`src/hw/rtl/frws_pkg.sv`:
```
// Shared types, constants and helpers for the flash record write sequencer.
`timescale 1ns / 1ps

package frws_pkg;

  localparam int NumFiles   = 32;
  localparam int BlockBytes = 4096;
  localparam int PageBytes  = 256;
  localparam int HdrBytes   = 8;

  localparam int FileW  = $clog2(NumFiles);
  localparam int BlockW = $clog2(BlockBytes);
  localparam int PageW  = $clog2(PageBytes);
  localparam int AddrW  = 18;
  localparam int SizeW  = 12;
  localparam int LenW   = 9;
  localparam int SeqW   = 32;
  localparam int IdxInW = 5;

  localparam int MaxSize = BlockBytes - HdrBytes;

  typedef enum logic [1:0] {
    CmdStart = 2'd0,
    CmdPoll  = 2'd1,
    CmdLoad  = 2'd2
  } cmd_e;

  typedef enum logic [1:0] {
    OpNone    = 2'd0,
    OpErase   = 2'd1,
    OpProgram = 2'd2
  } flash_op_e;

  typedef enum logic [2:0] {
    PhIdle       = 3'd0,
    PhEraseIssue = 3'd1,
    PhEraseSend  = 3'd2,
    PhEraseWait  = 3'd3,
    PhWriteStart = 3'd4,
    PhWriteSend  = 3'd5,
    PhWriteWait  = 3'd6
  } phase_e;

  typedef struct packed {
    cmd_e              command;
    logic [IdxInW-1:0] file_index;
    logic [SizeW-1:0]  payload_bytes;
    logic              spi_done;
    logic              flash_busy;
    logic              load_slot;
    logic [SeqW-1:0]   load_sequence;
  } in_t;

  typedef struct packed {
    flash_op_e        flash_op;
    logic [AddrW-1:0] flash_address;
    logic [LenW-1:0]  write_length;
    logic [BlockW-1:0] record_offset;
    logic [SeqW-1:0]  header_sequence;
    logic [7:0]       header_checksum;
    logic             sequencer_busy;
    logic             start_rejected;
  } out_t;

  typedef struct packed {
    phase_e           phase;
    logic [FileW-1:0] active_file;
    logic [SizeW-1:0] pending_size;
    logic [AddrW-1:0] page_address;
  } seq_state_t;

  typedef struct packed {
    logic             slot_we;
    logic             seq_we;
    logic [FileW-1:0] idx;
    logic             slot;
    logic [SeqW-1:0]  seq;
  } tbl_wr_t;

  function automatic logic [7:0] header_sum(logic [SeqW-1:0] seq, logic [SizeW-1:0] size);
    logic [7:0] sum;
    sum = seq[7:0] + seq[15:8] + seq[23:16] + seq[31:24] + size[7:0]
        + {4'b0000, size[11:8]};
    return sum;
  endfunction

endpackage

```
`src/hw/rtl/flash_record_write_sequencer_core.sv`:
```
// Top level of the flash record write sequencer: request, state and result registers.
// A request is first held in the request register, then its result is registered in the result register.
// Throughput: one request per cycle; the only stall comes from the result side.
// Each request is one step of the sequencer state plus one file table access.
// Reset clears the sequencer to idle and the file table to zero; no clearing pass.
`timescale 1ns / 1ps

module flash_record_write_sequencer_core (
  input  logic            clk_i,
  input  logic            rst_ni,
  input  logic            in_valid_i,
  output logic            in_stall_o,
  input  frws_pkg::in_t   in_data_i,
  output logic            out_valid_o,
  input  logic            out_stall_i,
  output frws_pkg::out_t  out_data_o
);

  logic                      in_valid_q;
  frws_pkg::in_t             in_data_q;
  logic                      out_valid_q;
  frws_pkg::out_t            out_data_q;
  frws_pkg::seq_state_t      state_q;
  frws_pkg::seq_state_t      state_d;
  frws_pkg::tbl_wr_t         tbl_wr;
  frws_pkg::out_t            result;
  logic                      cur_slot;
  logic [frws_pkg::SeqW-1:0] cur_seq;
  logic                      advance;
  logic                      fire;

  assign advance    = !out_valid_q || !out_stall_i;
  assign fire       = in_valid_q && advance;
  assign in_stall_o = in_valid_q && !advance;

  frws_table u_table (
    .clk_i     (clk_i),
    .rst_ni    (rst_ni),
    .rd_idx_i  (state_q.active_file),
    .rd_slot_o (cur_slot),
    .rd_seq_o  (cur_seq),
    .wr_i      (tbl_wr)
  );

  frws_step u_step (
    .fire_i     (fire),
    .req_i      (in_data_q),
    .state_q_i  (state_q),
    .cur_slot_i (cur_slot),
    .cur_seq_i  (cur_seq),
    .state_d_o  (state_d),
    .tbl_wr_o   (tbl_wr),
    .result_o   (result)
  );

  always_ff @(posedge clk_i or negedge rst_ni) begin
    if (!rst_ni) begin
      in_valid_q  <= 1'b0;
      out_valid_q <= 1'b0;
      state_q     <= '0;
    end else begin
      if (!in_stall_o) begin
        in_valid_q <= in_valid_i;
      end
      if (advance) begin
        out_valid_q <= in_valid_q;
      end
      state_q <= state_d;
    end
  end

  always_ff @(posedge clk_i) begin
    if (in_valid_i && !in_stall_o) begin
      in_data_q <= in_data_i;
    end
    if (fire) begin
      out_data_q <= result;
    end
  end

  assign out_valid_o = out_valid_q;
  assign out_data_o  = out_data_q;

  a_stall_holds_request: assert property (@(posedge clk_i) disable iff (!rst_ni)
    (in_valid_q && !advance) |=> in_valid_q)
    else $error("request dropped while result side stalled");

  a_reject_no_op: assert property (@(posedge clk_i) disable iff (!rst_ni)
    out_valid_q |-> !(out_data_q.start_rejected && out_data_q.flash_op != frws_pkg::OpNone))
    else $error("rejected request issued a flash operation");

  a_program_length: assert property (@(posedge clk_i) disable iff (!rst_ni)
    (out_valid_q && out_data_q.flash_op == frws_pkg::OpProgram) |->
      (out_data_q.write_length != '0 &&
       32'(out_data_q.write_length) <= 32'(frws_pkg::PageBytes)))
    else $error("page write length out of range");

  a_idle_no_busy: assert property (@(posedge clk_i) disable iff (!rst_ni)
    (fire && state_d.phase == frws_pkg::PhIdle) |=> (out_valid_q && !out_data_q.sequencer_busy))
    else $error("busy flag disagrees with sequencer phase");

endmodule

```
`src/hw/rtl/frws_table.sv`:
```
// File table: current block select and sequence number per file.
`timescale 1ns / 1ps

module frws_table (
  input  logic                           clk_i,
  input  logic                           rst_ni,
  input  logic [frws_pkg::FileW-1:0]     rd_idx_i,
  output logic                           rd_slot_o,
  output logic [frws_pkg::SeqW-1:0]      rd_seq_o,
  input  frws_pkg::tbl_wr_t              wr_i
);

  logic                        slot_q [frws_pkg::NumFiles];
  logic [frws_pkg::SeqW-1:0]   seq_q  [frws_pkg::NumFiles];

  always_ff @(posedge clk_i or negedge rst_ni) begin
    if (!rst_ni) begin
      for (int i = 0; i < frws_pkg::NumFiles; i++) begin
        slot_q[i] <= 1'b0;
        seq_q[i]  <= '0;
      end
    end else begin
      if (wr_i.slot_we) begin
        slot_q[wr_i.idx] <= wr_i.slot;
      end
      if (wr_i.seq_we) begin
        seq_q[wr_i.idx] <= wr_i.seq;
      end
    end
  end

  assign rd_slot_o = slot_q[rd_idx_i];
  assign rd_seq_o  = seq_q[rd_idx_i];

endmodule

```
`src/hw/rtl/frws_step.sv`:
```
// One request step: next sequencer state, table update and result.
`timescale 1ns / 1ps

module frws_step (
  input  logic                         fire_i,
  input  frws_pkg::in_t                req_i,
  input  frws_pkg::seq_state_t         state_q_i,
  input  logic                         cur_slot_i,
  input  logic [frws_pkg::SeqW-1:0]    cur_seq_i,
  output frws_pkg::seq_state_t         state_d_o,
  output frws_pkg::tbl_wr_t            tbl_wr_o,
  output frws_pkg::out_t               result_o
);

  localparam int BlockW = frws_pkg::BlockW;
  localparam int PageW  = frws_pkg::PageW;
  localparam int AddrW  = frws_pkg::AddrW;
  localparam int FileW  = frws_pkg::FileW;

  logic                 in_range;
  logic                 cmd_ok;
  logic [frws_pkg::SizeW-1:0] clamp_size;
  frws_pkg::phase_e     ph_sent;
  logic                 write_done;
  logic                 erase_done;
  logic                 more_pages;
  logic [AddrW-1:0]     erase_addr;
  logic [BlockW:0]      total;
  logic [BlockW:0]      last_byte;
  logic [BlockW-1:0]    first_off;
  logic [frws_pkg::LenW-1:0] first_len;
  logic [AddrW-1:0]     first_addr;
  logic [frws_pkg::SeqW-1:0] new_seq;
  logic [BlockW-1:0]    page_off;
  logic [BlockW-1:0]    next_off;
  logic [AddrW-1:0]     next_addr;

  assign in_range   = 32'(req_i.file_index) < 32'(frws_pkg::NumFiles);
  assign cmd_ok     = (state_q_i.phase == frws_pkg::PhIdle) && in_range;
  assign clamp_size = (32'(req_i.payload_bytes) > 32'(frws_pkg::MaxSize)) ?
                      frws_pkg::SizeW'(frws_pkg::MaxSize) : req_i.payload_bytes;

  always_comb begin
    ph_sent = state_q_i.phase;
    if (state_q_i.phase == frws_pkg::PhWriteSend && req_i.spi_done) begin
      ph_sent = frws_pkg::PhWriteWait;
    end else if (state_q_i.phase == frws_pkg::PhEraseSend && req_i.spi_done) begin
      ph_sent = frws_pkg::PhEraseWait;
    end
  end

  assign write_done = (ph_sent == frws_pkg::PhWriteWait) && !req_i.flash_busy;
  assign erase_done = (ph_sent == frws_pkg::PhEraseWait) && !req_i.flash_busy;

  assign erase_addr = AddrW'({state_q_i.active_file, ~cur_slot_i, {BlockW{1'b0}}});
  assign total      = (BlockW+1)'(state_q_i.pending_size) + (BlockW+1)'(frws_pkg::HdrBytes);
  assign last_byte  = total - (BlockW+1)'(1);
  assign first_off  = {last_byte[BlockW-1:PageW], {PageW{1'b0}}};
  assign first_len  = frws_pkg::LenW'(total - {1'b0, first_off});
  assign first_addr = erase_addr | AddrW'(first_off);
  assign new_seq    = cur_seq_i + frws_pkg::SeqW'(1);
  assign page_off   = state_q_i.page_address[BlockW-1:0];
  assign more_pages = page_off >= BlockW'(frws_pkg::PageBytes);
  assign next_off   = page_off - BlockW'(frws_pkg::PageBytes);
  assign next_addr  = state_q_i.page_address - AddrW'(frws_pkg::PageBytes);

  // next state
  always_comb begin
    state_d_o = state_q_i;
    if (fire_i) begin
      unique case (req_i.command)
        frws_pkg::CmdStart: begin
          if (cmd_ok) begin
            state_d_o.phase        = frws_pkg::PhEraseIssue;
            state_d_o.active_file  = FileW'(req_i.file_index);
            state_d_o.pending_size = clamp_size;
          end
        end
        frws_pkg::CmdPoll: begin
          unique case (state_q_i.phase)
            frws_pkg::PhIdle: begin
            end
            frws_pkg::PhEraseIssue: begin
              state_d_o.phase        = frws_pkg::PhEraseSend;
              state_d_o.page_address = erase_addr;
            end
            frws_pkg::PhWriteStart: begin
              state_d_o.phase        = frws_pkg::PhWriteSend;
              state_d_o.page_address = first_addr;
            end
            default: begin
              if (write_done) begin
                if (more_pages) begin
                  state_d_o.phase        = frws_pkg::PhWriteSend;
                  state_d_o.page_address = next_addr;
                end else begin
                  state_d_o.phase = frws_pkg::PhIdle;
                end
              end else if (erase_done) begin
                state_d_o.phase = frws_pkg::PhWriteStart;
              end else begin
                state_d_o.phase = ph_sent;
              end
            end
          endcase
        end
        default: begin
        end
      endcase
    end
  end

  // result and table update
  always_comb begin
    result_o          = '0;
    result_o.flash_op = frws_pkg::OpNone;
    tbl_wr_o          = '0;
    if (fire_i) begin
      unique case (req_i.command)
        frws_pkg::CmdStart: begin
          result_o.start_rejected = !cmd_ok;
        end
        frws_pkg::CmdLoad: begin
          result_o.start_rejected = !cmd_ok;
          if (cmd_ok) begin
            tbl_wr_o.slot_we = 1'b1;
            tbl_wr_o.seq_we  = 1'b1;
            tbl_wr_o.idx     = FileW'(req_i.file_index);
            tbl_wr_o.slot    = req_i.load_slot;
            tbl_wr_o.seq     = req_i.load_sequence;
          end
        end
        frws_pkg::CmdPoll: begin
          unique case (state_q_i.phase)
            frws_pkg::PhIdle: begin
            end
            frws_pkg::PhEraseIssue: begin
              result_o.flash_op      = frws_pkg::OpErase;
              result_o.flash_address = erase_addr;
            end
            frws_pkg::PhWriteStart: begin
              result_o.flash_op        = frws_pkg::OpProgram;
              result_o.flash_address   = first_addr;
              result_o.write_length    = first_len;
              result_o.record_offset   = first_off;
              result_o.header_sequence = new_seq;
              result_o.header_checksum = frws_pkg::header_sum(new_seq,
                                                              state_q_i.pending_size);
              tbl_wr_o.seq_we = 1'b1;
              tbl_wr_o.idx    = state_q_i.active_file;
              tbl_wr_o.seq    = new_seq;
            end
            default: begin
              if (write_done) begin
                if (more_pages) begin
                  result_o.flash_op      = frws_pkg::OpProgram;
                  result_o.flash_address = next_addr;
                  result_o.write_length  = frws_pkg::LenW'(frws_pkg::PageBytes);
                  result_o.record_offset = next_off;
                end else begin
                  tbl_wr_o.slot_we = 1'b1;
                  tbl_wr_o.idx     = state_q_i.active_file;
                  tbl_wr_o.slot    = ~cur_slot_i;
                end
              end
            end
          endcase
        end
        default: begin
        end
      endcase
    end
    result_o.sequencer_busy = state_d_o.phase != frws_pkg::PhIdle;
  end

endmodule
```
`config.mk`:
```
export PLATFORM = sky130hd
export DESIGN_NAME = flash_record_write_sequencer_core
export DESIGN_NICKNAME = d
export VERILOG_FILES = /design/src/hw/rtl/frws_pkg.sv /design/src/hw/rtl/flash_record_write_sequencer_core.sv /design/src/hw/rtl/frws_table.sv /design/src/hw/rtl/frws_step.sv
export SDC_FILE = /design/constraint.sdc
export NUM_CORES = 2
export LEC_CHECK = 0
export ABC_CLOCK_PERIOD_IN_PS = 13650
export CAP_MARGIN = 15
export CORE_MARGIN = 4
export CORE_UTILIZATION = 55
export CTS_BUF_LIST = sky130_fd_sc_hd__clkbuf_4 sky130_fd_sc_hd__clkbuf_8
export DETAILED_ROUTE_END_ITERATION = 16
export DONT_BUFFER_PORTS = 1
export GPL_ROUTABILITY_DRIVEN = 0
export MAX_ROUTING_LAYER = met4
export PLACE_DENSITY = 0.7
export SLEW_MARGIN = 10
export SYNTH_ARGS = -nofsm -noshare
export SYNTH_HDL_FRONTEND = slang
export SYNTH_SLANG_ARGS = --single-unit
export TNS_END_PERCENT = 50
```
`constraint.sdc`:
```
create_clock -name clk_i -period 13.65 [get_ports clk_i]
set_input_delay 4.095 -clock clk_i [delete_from_list [all_inputs] [get_ports clk_i]]
set_output_delay 4.095 -clock clk_i [all_outputs]
set_load 0.005 [all_outputs]
```
==> metrics.txt <==
Synth Instances=4989; Worst slew margin=0.180; ys async rst share=0.900; via-per-instance ratio=around 6.2; total gr overflow=0; WHS Path Cells=2; Critical Path Sink Type=register; P_leak=roughly 0.027 uW; cts repair resizes=0; Starting Density=0.557; final setup vio count=0; layout cells sized above 1=0.185; Setup TNS Final=0 ns; num ports=approximately 140; sequential fraction of the synthesis area=0.552; port bufs=0; CORE AREA=about 100000 sq um; Worst Reg2Reg Path Length in Cells=25; DP Area=56600 sq um; overall fraction of global-route tracks in use=0.309; vias=approximately 40k; vias in the first global route=around 38k; ratio of final minimum period to clock period=0.618; leading register cell type out of synthesis=dfrtp_1; Layout Skew=about 0.043 ns; max-slew violations=0; leading area contributor after synthesis=dfrtp_1; Detail Placement HPWL=approximately 97000 microns; DR DRC count=0; peak supply drop=436 uV; critical path class=register to register; DRT Wirelength=160000 microns; post-CTS setup buffer count=0; 1st-iter DRT viols=~4.6k; CP Max Fanout=slightly above 90; CTS tree=yes; worst slew pin tran=1.22 ns; Layout Nets=4966; number of nets with antenna violations after routing=0; Pwr per Cell Area=approximately 180 nW/um^2; H-tree depth=4; Post-Synthesis Mean Instance Area=about 11 sq um; clk_lat worst skew=~0.87 ns; Netlist cell types=85; Clock transition at path regs=0.07 ns; First-pass DRT Iterations=8; CTS Root Cell=clkbuf_8; worst hold path type=register to register; final hold violations=0; Data required, critical path=between 10 and 15 ns; first-pass GRT wire length=between 200000 and 250000 microns; max cap viols=0; hold buffers post-CTS=0; clk sinks=around 1.2k; RSZ-0062 raised after global routing=no; post-synth top area share=0.487; Hold Worst Slack=0.469 ns; FMAX=119 MHz; status=completed; worst reg-to-reg setup slack=approximately 5.2 ns; shortest period the worst path allows=approximately 8.4 ns; Post-synth EDFFs=between 100 and 150; initial antenna violation count=5; largest net degree at the start of global routing=169; Synth Cell Area=55900 sq um; Yosys reg bits=1209; ranking of synthesized cells by area=dfrtp_1, edfxtp_1, mux4_2, nand2_1, mux2i_1; cts bufs inserted=187; DIE AREA=107000 sq um; post-route cell area=between 60000 and 70000 sq um; area grow syn2layout=8.65%; Core Rows=~120; Die X=roughly 330 microns; per-cell routed wire length=between 20 and 30 microns; DIE HEIGHT=between 300 and 400 microns; Crit path arrival time=approximately 9 ns; clock buffer depth=3; Worst Setup Start Kind=register; Synth warnings=0
[critical path, cell delays in order (launching register included)]
cell,delay [ns]
dfrtp_4,0.68
buf_12,0.48
buf_4,0.65
mux4_2,0.35
o22ai_1,0.09
nor4_2,1.00
inv_1,0.26
or4_4,0.56
nor4_4,0.22
xnor2_1,0.16
fa_1,0.52
inv_1,0.05
fa_1,0.48
inv_1,0.06
fa_1,0.59
inv_1,0.06
ha_1,0.29
a21o_1,0.15
a21oi_1,0.21
o21ai_0,0.15
xnor2_1,0.22
xnor2_1,0.16
xnor2_1,0.17
xnor2_1,0.16
xnor2_1,0.15
nor2_1,0.05
[worst paths after layout]
kind	from	to
max in group asynchronous	rst_ni	u_table.seq_q[758]$_DFFE_PN0P_
hold / removal	u_table.seq_q[452]$_DFFE_PN0P_	u_table.seq_q[452]$_DFFE_PN0P_
min in group asynchronous	rst_ni	u_table.seq_q[774]$_DFFE_PN0P_
setup reg to reg	state_q[30]$_DFFE_PN0P_	out_data_o[9]$_SDFFCE_PN0P_
hold reg to reg	u_table.seq_q[452]$_DFFE_PN0P_	u_table.seq_q[452]$_DFFE_PN0P_
setup / recovery	state_q[30]$_DFFE_PN0P_	out_data_o[9]$_SDFFCE_PN0P_
[sequential cells by signal (all words and copies together), names as in the netlist]
name / cells
u_table.seq_q: 1024
out_data_o: 67
in_data_q: 54
u_table.slot_q: 32
state_q: 30
in_valid_q: 1
out_valid_o: 1
[logic make-up (layout without fill, tap and decap cells)]
logic type | Yosys count | count (layout) | share of synthesized area
muxes | 600 | 600 | 0.152
adders and majority gates | 40 | 40 | 0.0122
and+or+nand+nor | 1486 | 1486 | 0.112
xor gates and xnor gates | 61 | 61 | 0.00969
other | 1 | 21 | 0.0000671
buffers and inverters | 485 | 497 | 0.0460
DFF | 1209 | 1209 | 0.552
AOI/OAI and AO/OA | 1107 | 1107 | 0.116
[cells in the mapped netlist, drive strengths merged (3+ instances only)]
cell,count
nand3,76
edfxtp,121
nand2b,10
nand3b,7
xor2,24
or2,4
nand2,655
and2,40
or4,3
o21ai,439
a2bb2oi,6
a31oi,71
inv,51
or3b,4
mux2i,238
clkbuf,282
and3,25
mux4,166
buf,152
nand4b,5
or3,6
a22oi,117
a211oi,4
ha,16
dfrtp,1088
nand4,20
nor2b,10
and4,4
mux2,196
fa,24
o22ai,30
nor3,23
a21oi,397
xnor2,37
a21o,3
a22o,13
o31ai,3
nor2,571
o21a,6
nor4,19
[layout make-up]
type                       count  area [sq um]
clock inverter                30           221
tap                         1357          1700
inverter                      51           191
clock buffer                 307          3780
timing repair buffer         109          1030
sequential                  1209         30900
multi-input combinational   3310         22900
antenna                        5          12.5
fill                        8028         39700
[report_power, final]
| group | internal, uW | total [uW] | switching (uW) |
|---|---|---|---|
| Sequential | 3760 | 3930 | 166 |
| Clock | 1780 | 3210 | 1430 |
| Combinational | 1580 | 4080 | 2500 |
| Total | 7130 | 11200 | 4100 |
[metrics by stage]
step / worst slack [ns] / util / cells / power (uW)
2_1_floorplan: 5.31 / - / 5004 / 7020
3_3_place_gp: 5.07 / 0.564 / 6032 / 7960
3_5_place_dp: 4.97 / 0.564 / 6033 / 7980
4_1_cts: 4.97 / 0.604 / 6370 / 11200
5_1_grt: 4.86 / 0.605 / 6377 / 11800
6_report: 5.22 / 0.605 / 6378 / 11200
[cells in the final DEF (no fill, tap or decap), types with 13 or more instances in the layout]
cell type,instances
nor2_1,536
clkbuf_8,236
fa_1,24
nand4_1,19
mux4_1,40
o21ai_1,33
nor3_1,21
clkbuf_4,71
o22ai_1,30
dfrtp_1,1084
a22o_1,13
ha_1,16
xnor2_1,37
and2_1,35
mux2i_1,236
nand2_1,653
a31oi_1,42
xor2_1,23
inv_1,49
buf_4,97
a21oi_2,34
mux4_2,126
nand3_1,75
mux2_2,196
conb_1,16
and3_1,25
a31oi_2,28
clkinv_2,16
a21oi_1,361
edfxtp_1,121
nor2_4,34
o21ai_0,397
a22oi_1,113
[layer usage]
layer,vias up,GRT usage,share of wire
met1,19900,0.431,0.41
li1,17300,-,-
met5,-,-,0
met4,0,0.116,0.039
met2,2078,0.456,0.45
met3,367,0.0600,0.094
(Power assumes the default switching activity.)
